$ cat config.mk
export PLATFORM = sky130hd
export DESIGN_NAME = motor_melody_step_sequencer
export DESIGN_NICKNAME = d
export VERILOG_FILES = /design/src/hdl/mmss_pkg.sv /design/src/hdl/motor_melody_step_sequencer.sv /design/src/hdl/mmss_ram.sv /design/src/hdl/mmss_len.sv
export SDC_FILE = /design/constraint.sdc
export NUM_CORES = 2
export LEC_CHECK = 0
export ABC_CLOCK_PERIOD_IN_PS = 7800
export BUFFER_PORTS_ARGS = -buffer_cell sky130_fd_sc_hd__buf_2
export CORE_ASPECT_RATIO = 0.9
export CORE_UTILIZATION = 58
export DETAILED_ROUTE_END_ITERATION = 6
export GPL_TIMING_DRIVEN = 0
export PLACE_DENSITY = 0.83
export REMOVE_ABC_BUFFERS = 1
export SYNTH_ARGS = -nofsm -noshare
export SYNTH_HDL_FRONTEND = slang
export SYNTH_SLANG_ARGS = --single-unit
$ cat constraint.sdc
create_clock -name clock -period 7.8 [get_ports clock]
set_input_delay 0.78 -clock clock [delete_from_list [all_inputs] [get_ports clock]]
set_output_delay 0.78 -clock clock [all_outputs]
set_load 0.03 [all_outputs]
$ cat src/hdl/mmss_pkg.sv
// Shared constants, codes and types of the melody step sequencer.
// No dependencies.
package mmss_pkg;

   localparam int NOTE_COUNT_DEF = 16;

   localparam int FREQ_W  = 13;
   localparam int DUR_W   = 12;
   localparam int VAL_W   = 7;
   localparam int WNT_W   = 12;
   localparam int GAP_W   = 8;
   localparam int LVL_W   = 16;
   localparam int RATE_W  = 17;
   localparam int TICK_W  = 17;
   localparam int PULSE_W = 16;
   localparam int ANGLE_W = 16;
   localparam int LIDX_W  = 4;

   localparam logic [ANGLE_W-1:0] STEP_DELTA = 16'd4096;
   localparam int                 MS_DIV     = 1000;
   localparam logic [DUR_W-1:0]   DUR_MAX    = 12'd4095;

   localparam logic [GAP_W-1:0]   GAP_RST   = 8'd0;
   localparam logic [LVL_W-1:0]   LVL_RST   = 16'd512;
   localparam logic [RATE_W-1:0]  RATE_RST  = 17'd20000;
   localparam logic [WNT_W-1:0]   WNT_RST   = 12'd1800;

   typedef enum logic [1:0] {
      CSR_GAP   = 2'd0,
      CSR_LEVEL = 2'd1,
      CSR_RATE  = 2'd2,
      CSR_WNT   = 2'd3
   } csr_index_type;

   typedef enum logic [1:0] {
      ACT_NONE  = 2'd0,
      ACT_MUTE  = 2'd1,
      ACT_DRIVE = 2'd2
   } drive_action_type;

   localparam logic OP_TICK = 1'b0;
   localparam logic OP_LOAD = 1'b1;

   // Note-length divider handshake.
   typedef struct packed {
      logic             start;
      logic [VAL_W-1:0] raw;
      logic [WNT_W-1:0] whole;
   } len_req_type;

   typedef struct packed {
      logic             done;
      logic [DUR_W-1:0] length;
   } len_rsp_type;

endpackage

$ cat src/hdl/motor_melody_step_sequencer.sv
// Top level of the melody step sequencer: handshake, sequencer FSM, note RAM.
// Depends on mmss_pkg, mmss_ram, mmss_len.
//
//  channel | dir | group          | beat carries
//  --------+-----+----------------+---------------------------------------------
//  req     | in  | tvalid/tready  | tuser op; tdata index, freq, note value
//  rsp     | out | tvalid/tready  | tuser angle_update; tdata angle..note_index
//  csr     | in  | valid/ready    | csr_index register, csr_wdata value
//
// Tick beat: accept/RAM read, multiply, step update and mute/advance compare
// in S_IDLE, S_MUL, S_STEP and S_FIN. Load beat: S_IDLE, then S_LDIV waits on
// the 13-step divider (a zero note value skips the division), then S_LFIN.
// One beat is in flight at a time; the rsp register lets a new req be taken
// while the previous result still waits. A stalled rsp holds the FSM in its
// last state. Reset is synchronous; config returns to 0/512/20000/1800.
// The note RAM has no reset; entries must be loaded before they are played.
module motor_melody_step_sequencer
   import mmss_pkg::*;
#(
   parameter int NOTE_COUNT = NOTE_COUNT_DEF
) (
   input  logic                clock,
   input  logic                reset,
   // req: tuser = op; tdata = load_index[3:0], note_freq[16:4],
   //      note_value[23:17]
   input  logic                req_tvalid,
   output logic                req_tready,
   input  logic                req_tuser,
   input  logic [23:0]         req_tdata,
   // rsp: tuser = angle_update; tdata = angle[15:0], drive_action[17:16],
   //      q_voltage[33:18], note_index[37:34], zero pad [39:38]
   output logic                rsp_tvalid,
   input  logic                rsp_tready,
   output logic                rsp_tuser,
   output logic [39:0]         rsp_tdata,
   // csr write channel
   input  logic                csr_valid,
   output logic                csr_ready,
   input  logic [1:0]          csr_index,
   input  logic [RATE_W-1:0]   csr_wdata
);

   localparam int NIDX_W  = $clog2(NOTE_COUNT);
   localparam int ENTRY_W = FREQ_W + DUR_W;
   localparam int PSTEP_W = TICK_W + FREQ_W;       // tick * freq
   localparam int PMUTE_W = DUR_W + FREQ_W;        // dur * freq
   localparam int PADV_W  = DUR_W + 1 + FREQ_W;    // (dur + gap) * freq

   typedef enum logic [2:0] {
      S_IDLE,
      S_LDIV,
      S_LFIN,
      S_MUL,
      S_STEP,
      S_FIN
   } state_type;

   state_type            state_ff, state_in;

   // configuration
   logic [GAP_W-1:0]     gap_ff;
   logic [LVL_W-1:0]     level_ff;
   logic [RATE_W-1:0]    rate_ff;
   logic [WNT_W-1:0]     wnt_ff;

   // sequencer state
   logic [TICK_W-1:0]    tick_ff, tick_in;
   logic [PULSE_W-1:0]   pulse_ff, pulse_in;
   logic [NIDX_W-1:0]    note_ff, note_in;
   logic [ANGLE_W-1:0]   angle_ff, angle_in;

   // per-beat working registers
   logic [FREQ_W-1:0]    freq_ff, freq_in;
   logic [DUR_W-1:0]     dur_ff, dur_in;
   logic [PSTEP_W-1:0]   pstep_ff, pstep_in;
   logic [PMUTE_W-1:0]   pmute_ff, pmute_in;
   logic [PADV_W-1:0]    padv_ff, padv_in;
   logic                 stepped_ff, stepped_in;
   logic [NIDX_W-1:0]    lidx_ff, lidx_in;
   logic                 lidx_ok_ff, lidx_ok_in;

   // result register
   logic                 rsp_valid_ff, rsp_valid_in;
   logic                 rsp_update_ff, rsp_update_in;
   logic [ANGLE_W-1:0]   rsp_angle_ff, rsp_angle_in;
   logic [1:0]           rsp_action_ff, rsp_action_in;
   logic [LVL_W-1:0]     rsp_q_ff, rsp_q_in;
   logic [LIDX_W-1:0]    rsp_note_ff, rsp_note_in;

   // request fields
   logic                 req_op;
   logic [LIDX_W-1:0]    req_load_index;
   logic [FREQ_W-1:0]    req_note_freq;
   logic [VAL_W-1:0]     req_note_value;
   logic                 req_fire;

   logic                 slot_free;
   logic [NIDX_W+LIDX_W-1:0] lidx_ext;
   logic [PADV_W-1:0]    p1000;
   logic                 mute_hit;
   logic                 adv_hit;
   logic [NIDX_W-1:0]    note_next;

   // RAM and divider hookups
   logic                 ram_wr_en;
   logic                 ram_rd_en;
   logic [ENTRY_W-1:0]   ram_rd_data;
   len_req_type          len_req;
   len_rsp_type          len_rsp;

   assign req_op         = req_tuser;
   assign req_load_index = req_tdata[3:0];
   assign req_note_freq  = req_tdata[16:4];
   assign req_note_value = req_tdata[23:17];

   assign req_tready = (state_ff == S_IDLE);
   assign req_fire   = req_tvalid && req_tready;
   assign slot_free  = !rsp_valid_ff || rsp_tready;
   assign csr_ready  = 1'b1;

   // result beat out of the rsp register
   assign rsp_tvalid = rsp_valid_ff;
   assign rsp_tuser  = rsp_update_ff;
   assign rsp_tdata  = {2'b00, rsp_note_ff, rsp_q_ff, rsp_action_ff, rsp_angle_ff};

   // address of a load, widened or narrowed to the RAM depth
   assign lidx_ext = {{NIDX_W{1'b0}}, req_load_index};

   // note RAM: {freq, duration} per entry
   mmss_ram #(
      .WIDTH (ENTRY_W),
      .DEPTH (NOTE_COUNT)
   ) u_note_ram (
      .clock   (clock),
      .wr_en   (ram_wr_en),
      .wr_addr (lidx_ff),
      .wr_data ({freq_ff, len_rsp.length}),
      .rd_en   (ram_rd_en),
      .rd_addr (note_ff),
      .rd_data (ram_rd_data)
   );

   assign len_req.start = req_fire && (req_op == OP_LOAD);
   assign len_req.raw   = req_note_value;
   assign len_req.whole = wnt_ff;

   mmss_len u_len (
      .clock (clock),
      .reset (reset),
      .req   (len_req),
      .rsp   (len_rsp)
   );

   assign ram_rd_en = req_fire && (req_op == OP_TICK);
   assign ram_wr_en = (state_ff == S_LFIN) && slot_free && lidx_ok_ff;

   // pulse > floor(x / 1000) is the same as x < pulse * 1000
   assign p1000     = PADV_W'(pulse_ff) * PADV_W'(MS_DIV);
   assign mute_hit  = (gap_ff != '0) && (PADV_W'(pmute_ff) < p1000);
   assign adv_hit   = padv_ff < p1000;
   assign note_next = (note_ff == NIDX_W'(NOTE_COUNT - 1)) ? '0 : note_ff + 1'b1;

   always_comb begin
      state_in      = state_ff;
      tick_in       = tick_ff;
      pulse_in      = pulse_ff;
      note_in       = note_ff;
      angle_in      = angle_ff;
      freq_in       = freq_ff;
      dur_in        = dur_ff;
      pstep_in      = pstep_ff;
      pmute_in      = pmute_ff;
      padv_in       = padv_ff;
      stepped_in    = stepped_ff;
      lidx_in       = lidx_ff;
      lidx_ok_in    = lidx_ok_ff;
      rsp_valid_in  = rsp_valid_ff && !rsp_tready;
      rsp_update_in = rsp_update_ff;
      rsp_angle_in  = rsp_angle_ff;
      rsp_action_in = rsp_action_ff;
      rsp_q_in      = rsp_q_ff;
      rsp_note_in   = rsp_note_ff;

      case (state_ff)
         S_IDLE: begin
            if (req_fire) begin
               if (req_op == OP_LOAD) begin
                  freq_in    = req_note_freq;
                  lidx_in    = lidx_ext[NIDX_W-1:0];
                  lidx_ok_in = int'(req_load_index) < NOTE_COUNT;
                  state_in   = S_LDIV;
               end else begin
                  tick_in  = tick_ff + 1'b1;
                  state_in = S_MUL;
               end
            end
         end
         S_LDIV: begin
            if (len_rsp.done) begin
               state_in = S_LFIN;
            end
         end
         S_LFIN: begin
            if (slot_free) begin
               rsp_valid_in  = 1'b1;
               rsp_update_in = 1'b0;
               rsp_angle_in  = angle_ff;
               rsp_action_in = ACT_NONE;
               rsp_q_in      = '0;
               rsp_note_in   = LIDX_W'(note_ff);
               state_in      = S_IDLE;
            end
         end
         S_MUL: begin
            freq_in  = ram_rd_data[ENTRY_W-1:DUR_W];
            dur_in   = ram_rd_data[DUR_W-1:0];
            pstep_in = PSTEP_W'(tick_ff) * PSTEP_W'(ram_rd_data[ENTRY_W-1:DUR_W]);
            pmute_in = PMUTE_W'(ram_rd_data[DUR_W-1:0])
                       * PMUTE_W'(ram_rd_data[ENTRY_W-1:DUR_W]);
            state_in = S_STEP;
         end
         S_STEP: begin
            // zero freq never reaches a nonzero rate; zero rate always steps
            stepped_in = pstep_ff >= PSTEP_W'(rate_ff);
            if (stepped_in) begin
               tick_in = '0;
               if (pulse_ff != '1) begin
                  pulse_in = pulse_ff + 1'b1;
               end
               angle_in = note_ff[0] ? angle_ff - STEP_DELTA : angle_ff + STEP_DELTA;
            end
            padv_in  = (PADV_W'(dur_ff) + PADV_W'(gap_ff)) * PADV_W'(freq_ff);
            state_in = S_FIN;
         end
         S_FIN: begin
            if (slot_free) begin
               rsp_valid_in  = 1'b1;
               rsp_update_in = stepped_ff;
               rsp_angle_in  = angle_ff;
               rsp_action_in = ACT_NONE;
               rsp_q_in      = '0;
               rsp_note_in   = LIDX_W'(note_ff);
               if (mute_hit) begin
                  rsp_action_in = ACT_MUTE;
               end
               if (adv_hit) begin
                  rsp_action_in = ACT_DRIVE;
                  rsp_q_in      = level_ff;
                  pulse_in      = '0;
                  note_in       = note_next;
                  rsp_note_in   = LIDX_W'(note_next);
               end
               state_in    = S_IDLE;
            end
         end
         default: begin
            state_in = S_IDLE;
         end
      endcase
   end

   always_ff @(posedge clock) begin
      if (reset) begin
         state_ff     <= S_IDLE;
         rsp_valid_ff <= 1'b0;
         tick_ff      <= '0;
         pulse_ff     <= '0;
         note_ff      <= '0;
         angle_ff     <= '0;
         gap_ff       <= GAP_RST;
         level_ff     <= LVL_RST;
         rate_ff      <= RATE_RST;
         wnt_ff       <= WNT_RST;
      end else begin
         state_ff     <= state_in;
         rsp_valid_ff <= rsp_valid_in;
         tick_ff      <= tick_in;
         pulse_ff     <= pulse_in;
         note_ff      <= note_in;
         angle_ff     <= angle_in;
         if (csr_valid && csr_ready) begin
            case (csr_index)
               CSR_GAP:   gap_ff   <= csr_wdata[GAP_W-1:0];
               CSR_LEVEL: level_ff <= csr_wdata[LVL_W-1:0];
               CSR_RATE:  rate_ff  <= csr_wdata;
               CSR_WNT:   wnt_ff   <= csr_wdata[WNT_W-1:0];
               default:   gap_ff   <= gap_ff;
            endcase
         end
      end
      // working and result payload registers, no reset needed
      freq_ff       <= freq_in;
      dur_ff        <= dur_in;
      pstep_ff      <= pstep_in;
      pmute_ff      <= pmute_in;
      padv_ff       <= padv_in;
      stepped_ff    <= stepped_in;
      lidx_ff       <= lidx_in;
      lidx_ok_ff    <= lidx_ok_in;
      rsp_update_ff <= rsp_update_in;
      rsp_angle_ff  <= rsp_angle_in;
      rsp_action_ff <= rsp_action_in;
      rsp_q_ff      <= rsp_q_in;
      rsp_note_ff   <= rsp_note_in;
   end

endmodule

$ cat src/hdl/mmss_ram.sv
// Generic single-port-write, single-port-read RAM with registered read.
// No dependencies.
module mmss_ram #(
   parameter int WIDTH = 8,
   parameter int DEPTH = 16
) (
   input  logic                     clock,
   input  logic                     wr_en,
   input  logic [$clog2(DEPTH)-1:0] wr_addr,
   input  logic [WIDTH-1:0]         wr_data,
   input  logic                     rd_en,
   input  logic [$clog2(DEPTH)-1:0] rd_addr,
   output logic [WIDTH-1:0]         rd_data
);

   logic [WIDTH-1:0] mem_ff [DEPTH];
   logic [WIDTH-1:0] rd_data_ff;

   always_ff @(posedge clock) begin
      if (wr_en) begin
         mem_ff[wr_addr] <= wr_data;
      end
      if (rd_en) begin
         rd_data_ff <= mem_ff[rd_addr];
      end
   end

   assign rd_data = rd_data_ff;

endmodule

$ cat src/hdl/mmss_len.sv
// Note-length unit: whole_note_ticks over the note value, 3/2 for dotted,
// restoring division one quotient bit per cycle. Depends on mmss_pkg.
module mmss_len
   import mmss_pkg::*;
(
   input  logic        clock,
   input  logic        reset,
   input  len_req_type req,
   output len_rsp_type rsp
);

   localparam int DVD_W = WNT_W + 1;      // 3/2 of whole fits 13 bits
   localparam int CNT_W = $clog2(DVD_W + 1);

   logic               busy_ff, busy_in;
   logic               done_ff, done_in;
   logic [CNT_W-1:0]   cnt_ff, cnt_in;
   logic [DVD_W-1:0]   quo_ff, quo_in;
   logic [VAL_W-1:0]   rem_ff, rem_in;
   logic [VAL_W-1:0]   dvs_ff, dvs_in;
   logic [DUR_W-1:0]   len_ff, len_in;

   logic [DVD_W:0]     whole3;
   logic [VAL_W:0]     trial;
   logic               ge;

   always_comb begin
      busy_in = busy_ff;
      done_in = 1'b0;
      cnt_in  = cnt_ff;
      quo_in  = quo_ff;
      rem_in  = rem_ff;
      dvs_in  = dvs_ff;
      len_in  = len_ff;

      whole3 = {2'b00, req.whole} + {1'b0, req.whole, 1'b0};
      trial  = {rem_ff, quo_ff[DVD_W-1]};
      ge     = trial >= {1'b0, dvs_ff};

      if (req.start) begin
         rem_in = '0;
         cnt_in = CNT_W'(DVD_W);
         if (req.raw == '0) begin
            done_in = 1'b1;
            len_in  = '0;
         end else if (!req.raw[VAL_W-1]) begin
            busy_in = 1'b1;
            dvs_in  = req.raw;
            quo_in  = {1'b0, req.whole};
         end else begin
            busy_in = 1'b1;
            // magnitude of a negative value; -64 gives 64
            dvs_in  = VAL_W'(9'd128 - {2'b00, req.raw});
            quo_in  = whole3[DVD_W:1];
         end
      end else if (busy_ff) begin
         rem_in = ge ? VAL_W'(trial - {1'b0, dvs_ff}) : trial[VAL_W-1:0];
         quo_in = {quo_ff[DVD_W-2:0], ge};
         cnt_in = cnt_ff - 1'b1;
         if (cnt_ff == CNT_W'(1)) begin
            busy_in = 1'b0;
            done_in = 1'b1;
            len_in  = quo_in[DVD_W-1] ? DUR_MAX : quo_in[DUR_W-1:0];
         end
      end
   end

   always_ff @(posedge clock) begin
      if (reset) begin
         busy_ff <= 1'b0;
         done_ff <= 1'b0;
         cnt_ff  <= '0;
      end else begin
         busy_ff <= busy_in;
         done_ff <= done_in;
         cnt_ff  <= cnt_in;
      end
      quo_ff <= quo_in;
      rem_ff <= rem_in;
      dvs_ff <= dvs_in;
      len_ff <= len_in;
   end

   assign rsp.done   = done_ff;
   assign rsp.length = len_ff;

endmodule

# Word-level counts from Yosys, hierarchy flattened
# Memories as Yosys holds them, arrays and structs flattened. A register that Yosys moved wholly into a read port is not among the register bits.
# Cells that the tools add are included.
# word_totals
regBits	305
n_memories	1
mem_bits_rw	400
out_inout_bits	44
latchBits	0
elab_cells	172
mem_bits_ro	0
in_bits	49
# op_classes
n_div	0
multipliers	4
eq_ne	23
addsub	10
shift	0
n_reduce_logical	37
bitwise_logic	2
muxes	60
order_cmp	4
# mem_list
name	words	width	rd	rd_ports_with_merged_regs	write_ports	line	text
u_note_ram.mem_ff	16	25	1	1	1	mmss_ram.sv:16	logic [WIDTH-1:0] mem_ff [DEPTH];
# op_table
cell	n
$mux 16	8
$mux 13	6
$pmux 16 s2	2
$mux 12	5
$mux 17	3
$pmux 17 s2	1
$ge 30x17->1	1
$mul 17x13->30	1
$lt 25x26->1	1
$lt 26x26->1	1
$mul 13x13->26	1
$pmux 13 s2	1
$mul 12x13->25	1
$mux 4	6
$mul 16x7->23 const B	1
$reduce_and 2->1	9
$add 17x1->17 const B	1
$add 16x1->16 const B	1
$add 16x13->16 const B	1
$ne 16x16->1 const B	1
$sub 16x13->16 const B	1
$mux 1	15
$pmux 3 s5	1
$reduce_and 3->1	5
other kinds (35)	66

# Longest topological paths before layout
# depth
word_depth	7
depth_mapped	32
depth_no_buf	31

# Modules after synthesis
# From an unflattened synthesis, not the netlist that was laid out.
# unflattened
hier_cells	4174
hier_area_um2	48660.4
# modules_own_cells
mod	seq_area_each_um2	area_per_inst_um2	cells_per_inst	n_inst
motor_melody_step_sequencer	5925.7	29991.3	3213	1
mmss_ram	12762.2	15801.4	660	1
mmss_len	1221.2	2867.8	301	1

# Worst setup path before layout
# OpenSTA, ideal clock, no wires.
# synth_timing
path_type	register to register
start	register dur_ff[1]
end	register padv_ff[25], data pin
period_less_slack_ns	7.389
path_buffers	1
setup_time_ns	0.259
setup_slack_ns	0.411
required_time_ns	7.541
arrival_ns	7.130
path_stages_with_launch	32
cell_sequence	edfxtp_1 ha_1 a21o_1 a21oi_1 o21bai_1 a21oi_1 o21bai_1 a21oi_1 nor2b_1 o21ai_0 nor2_1 xor2_1 clkbuf_1 and2_1 fa_1 inv_1 fa_1 inv_1 fa_1 inv_1 fa_1 fa_1 inv_1 ha_1 or2_2 a21oi_1 a31oi_1 a41oi_1 a21oi_1 a2111oi_0 a21oi_1 xnor2_1
# synth_via
elab_chain_len	2
# synth_rtl
element	line	text
start: declaration	motor_melody_step_sequencer.sv:74	logic [DUR_W-1:0] dur_ff, dur_in;
start signal: assignment	motor_melody_step_sequencer.sv:293	dur_ff <= dur_in;
$add 12x8->13	motor_melody_step_sequencer.sv:232	padv_in = (PADV_W'(dur_ff) + PADV_W'(gap_ff)) * PADV_W'(freq_ff);
$mul 13x13->26	motor_melody_step_sequencer.sv:232	
end signal: assignment	motor_melody_step_sequencer.sv:296	padv_ff <= padv_in;
end: declaration	motor_melody_step_sequencer.sv:77	logic [PADV_W-1:0] padv_ff, padv_in;
# Every way passes these cells.
# A chain may end at the register's enable or synchronous reset.

# Worst setup path in the final report
# layout_timing
start	register dur_ff[0]
end	register padv_ff[25], data pin
# Same word-level chain as after synthesis.

==> results.json <==
{
  "endpoint": "padv_ff[25]$_DFFE_PN_",
  "grt_pass1_wl_um": 184000,
  "die_area_um2": 84700,
  "rsz0062_at_grt": "yes",
  "clk-insertion-delay-late_ps": 650,
  "min_path_cells": 1,
  "port_buffers": 77,
  "yosysWarnings": 0,
  "p_per_area_nw_per_um2": 221,
  "nets": 4969,
  "rr_startpoint": "dur_ff[0]$_DFFE_PP_",
  "wl_met1_um": 44200,
  "core_um2": 82700,
  "final_max_slew_viol_count": 0,
  "rrSetupSlack_ps": 160,
  "drive_above_1_share": 0.0977,
  "worstSetupPathType": "reg -> reg",
  "layout_setup_ws_ps": 156,
  "drt-total-wl_um": 121000,
  "path_common_cell": "fa_1",
  "cts_tree": "built",
  "first_pass_iters": 6,
  "vdd_drop_max_mv": 0.363,
  "track_usage": 0.285,
  "crit_path_start_kind": "flop",
  "cp-end-kind": "flop",
  "initial_core_util": 0.586,
  "antenna_found_initial": 4,
  "gp_congestion": 0.882,
  "dieWidth_um": 307,
  "rr_worst_depth": 30,
  "crit_slowest_cell": "fa_1",
  "avgSynthCellArea_um2": 11.8,
  "htree_levels": 3,
  "fmax_mhz": 131,
  "grt_overflow": 0,
  "place_ws_ps": -867,
  "drc": 0,
  "rows": 100,
  "cts_made_buffers": 69,
  "viasPerCell": 6.05,
  "synth-async-reset-ratio": 0,
  "tightest_slew_ps": 1460,
  "finalCritPeriodShare": 0.980,
  "cts.sinks": 700,
  "drtAntennaViolNets": 0,
  "yosysSeqAreaShare": 0.411,
  "die_h_um": 276,
  "synth_flop_cell": "edfxtp_1",
  "clockBufferDepth": 3,
  "detail_route.iter0.violations": 3756,
  "final_common_cell": "inv_1",
  "fin_hold_ws_ps": 330,
  "root_buffer": "clkbuf_16",
  "path_max_fanout": 5,
  "num_io_pins": 93,
  "wl_met2_um": 56800,
  "yosys.area.top_type": "edfxtp_1",
  "post-dp-hpwl_um": 79700,
  "p_leak_nw": 21.7,
  "synthTopCellsByArea": "edfxtp_1 37%, fa_1 19%, ha_1 8.9%, mux4_2 5.8%, inv_1 4.7%",
  "finClkSkew_ps": 34.1,
  "status": "completed",
  "path_clk_slew_ps": 60,
  "synth_cell_types": 70,
  "cp-startpoint": "dur_ff[0]$_DFFE_PP_",
  "synth-edff-count": 589,
  "synth_seq_cells": 700,
  "arrival_ps": 8030,
  "layout_common_cells": "603 x inv_1, 589 x edfxtp_1, 519 x nand2_1",
  "dr_wl_met3_um": 13700,
  "hp-class": "in -> reg",
  "grt_max_degree": 78,
  "max_cap_viol_count": 0,
  "cp_slowest_stage_delay_ps": 520,
  "synth_area_um2": 48400,
  "grt_pass1_vias": 32900,
  "hold_violations": 0,
  "setup_viol": 0,
  "syn_inst": 4109,
  "required_ps": 8190,
  "top_layer": "met5",
  "synth_top_area_share": 0.365,
  "via_count": 32000,
  "num-fill-cells": 5742,
  "fin_crit_ps": 7640,
  "cts_hold_buf": 0,
  "r2r_end": "padv_ff[25]$_DFFE_PN_",
  "detail_route.wl_per_cell_um": 22.8,
  "relSlewSlack": 0.0168,
  "area_growth_pct": 8.93
}
## area by class of cell
type,instances,area (um2),share of cell area
well taps,1122,1400,0.0266
clock inverters,36,432,0.00818
flip-flops and latches,700,19900,0.378
clock buffers,89,1830,0.0347
multi-input cells,2625,25800,0.489
inverters,606,2280,0.0432
repair buffers,119,1090,0.0206
diodes,1,2.50,0.0000474
## registers in the layout, summed over array words and instances, names as in the netlist, 7 cells and up
signal,cells
tick_ff,17
u_len.rem_ff,7
u_len.len_ff,12
freq_ff,13
rsp_q_ff,16
u_len.dvs_ff,7
level_ff,16
u_note_ram.rd_data,25
wnt_ff,12
u_len.quo_ff,13
gap_ff,8
pstep_ff,30
dur_ff,12
rate_ff,17
pulse_ff,16
padv_ff,23
pmute_ff,22
u_note_ram.mem_ff,400
## worst max-delay path, delay by kind of cell, from the launching register on
kind	cells	cell delay [ps]
adders and majority gates	8	3460
AOI/OAI and AO/OA	11	2030
and+or+nand+nor	5	900
DFF	1	380
xor gates and xnor gates	2	350
buffers and inverters	4	240
## kinds of logic after synthesis
| logic type | after synthesis | synth area share |
|---|---|---|
| compound gates | 415 | 0.0531 |
| xor+xnor | 130 | 0.0235 |
| fa+ha+maj | 802 | 0.277 |
| buf+inv | 797 | 0.0631 |
| flops | 700 | 0.411 |
| mux | 143 | 0.0619 |
| other cells | 2 | 0.000155 |
| simple gates | 1120 | 0.110 |
## synth_stat cells (4+ instances only)
cell type and instances:
xor2_1 35, o21a_1 17, and3_1 13, mux4_2 125
a31oi_1 5, a21boi_0 4, a21oi_1 168, inv_1 604
xnor2_1 95, a2111oi_0 8, buf_1 13, a211o_1 11
a31o_2 4, mux2i_1 17, and2_1 253, ha_1 345
a21o_1 41, nor3b_1 4, nor3_1 36, nor2b_1 13
nor2_1 141, nand3b_1 17, o21ai_0 78, clkbuf_1 161
o41ai_1 5, nand2b_1 24, nand3_1 38, or2_2 7
nand2_1 519, o21bai_1 13, or3_1 20, nor4_1 7
fa_1 454, dfxtp_1 111, edfxtp_1 589, or4_1 5
o31ai_1 11, nand4_1 14, buf_4 15, a211oi_1 17
## per-layer routing
metal / track usage / vias up
met4: 0.127 / 2
met1: 0.370 / 15900
met3: 0.0684 / 443
li1: - / 13700
met2: 0.459 / 1990
met5: 0 / -
## where the power goes
part,internal [mW],switching (mW)
sequential,4.34,0.152
clock,1.92,1.50
combinational,1.58,2.16
## per-stage QoR
| step | instance area, um2 | utilization | cells | setup TNS [ps] | total power, mW |
|---|---|---|---|---|---|
| floorplan | 47700 | - | 3931 | 0 | 7.25 |
| global placement | 49500 | 0.598 | 5130 | -3370 | 7.97 |
| detailed placement | 50200 | 0.607 | 5162 | -3140 | 8.15 |
| CTS | 52500 | 0.635 | 5287 | -79.7 | 11.6 |
| global route | 52800 | 0.638 | 5297 | -281 | 12.2 |
| finish | 52800 | 0.638 | 5298 | 0 | 11.6 |
## what timing repair did
item / CTS / global route
endpoints found under the setup margin: 19 / 45
setup buffers: 0 / 8
resized for setup: 9 / 21
pin swaps: 0 / 5
## how the worst min path moves through the flow
stage | startpoint | end | slack (ps)
after floorplan | level_ff[0]$_SDFFE_PP0P_ | level_ff[0]$_SDFFE_PP0P_ | 430
after global placement | level_ff[7]$_SDFFE_PP0P_ | level_ff[7]$_SDFFE_PP0P_ | 440
after detailed placement | level_ff[7]$_SDFFE_PP0P_ | level_ff[7]$_SDFFE_PP0P_ | 440
after CTS | req_tdata[1] | lidx_ff[1]$_DFFE_PP_ | 310
after global routing | req_tdata[1] | lidx_ff[1]$_DFFE_PP_ | 310
final | req_tdata[1] | lidx_ff[1]$_DFFE_PP_ | 330
Power figures use the tool's default switching activity.
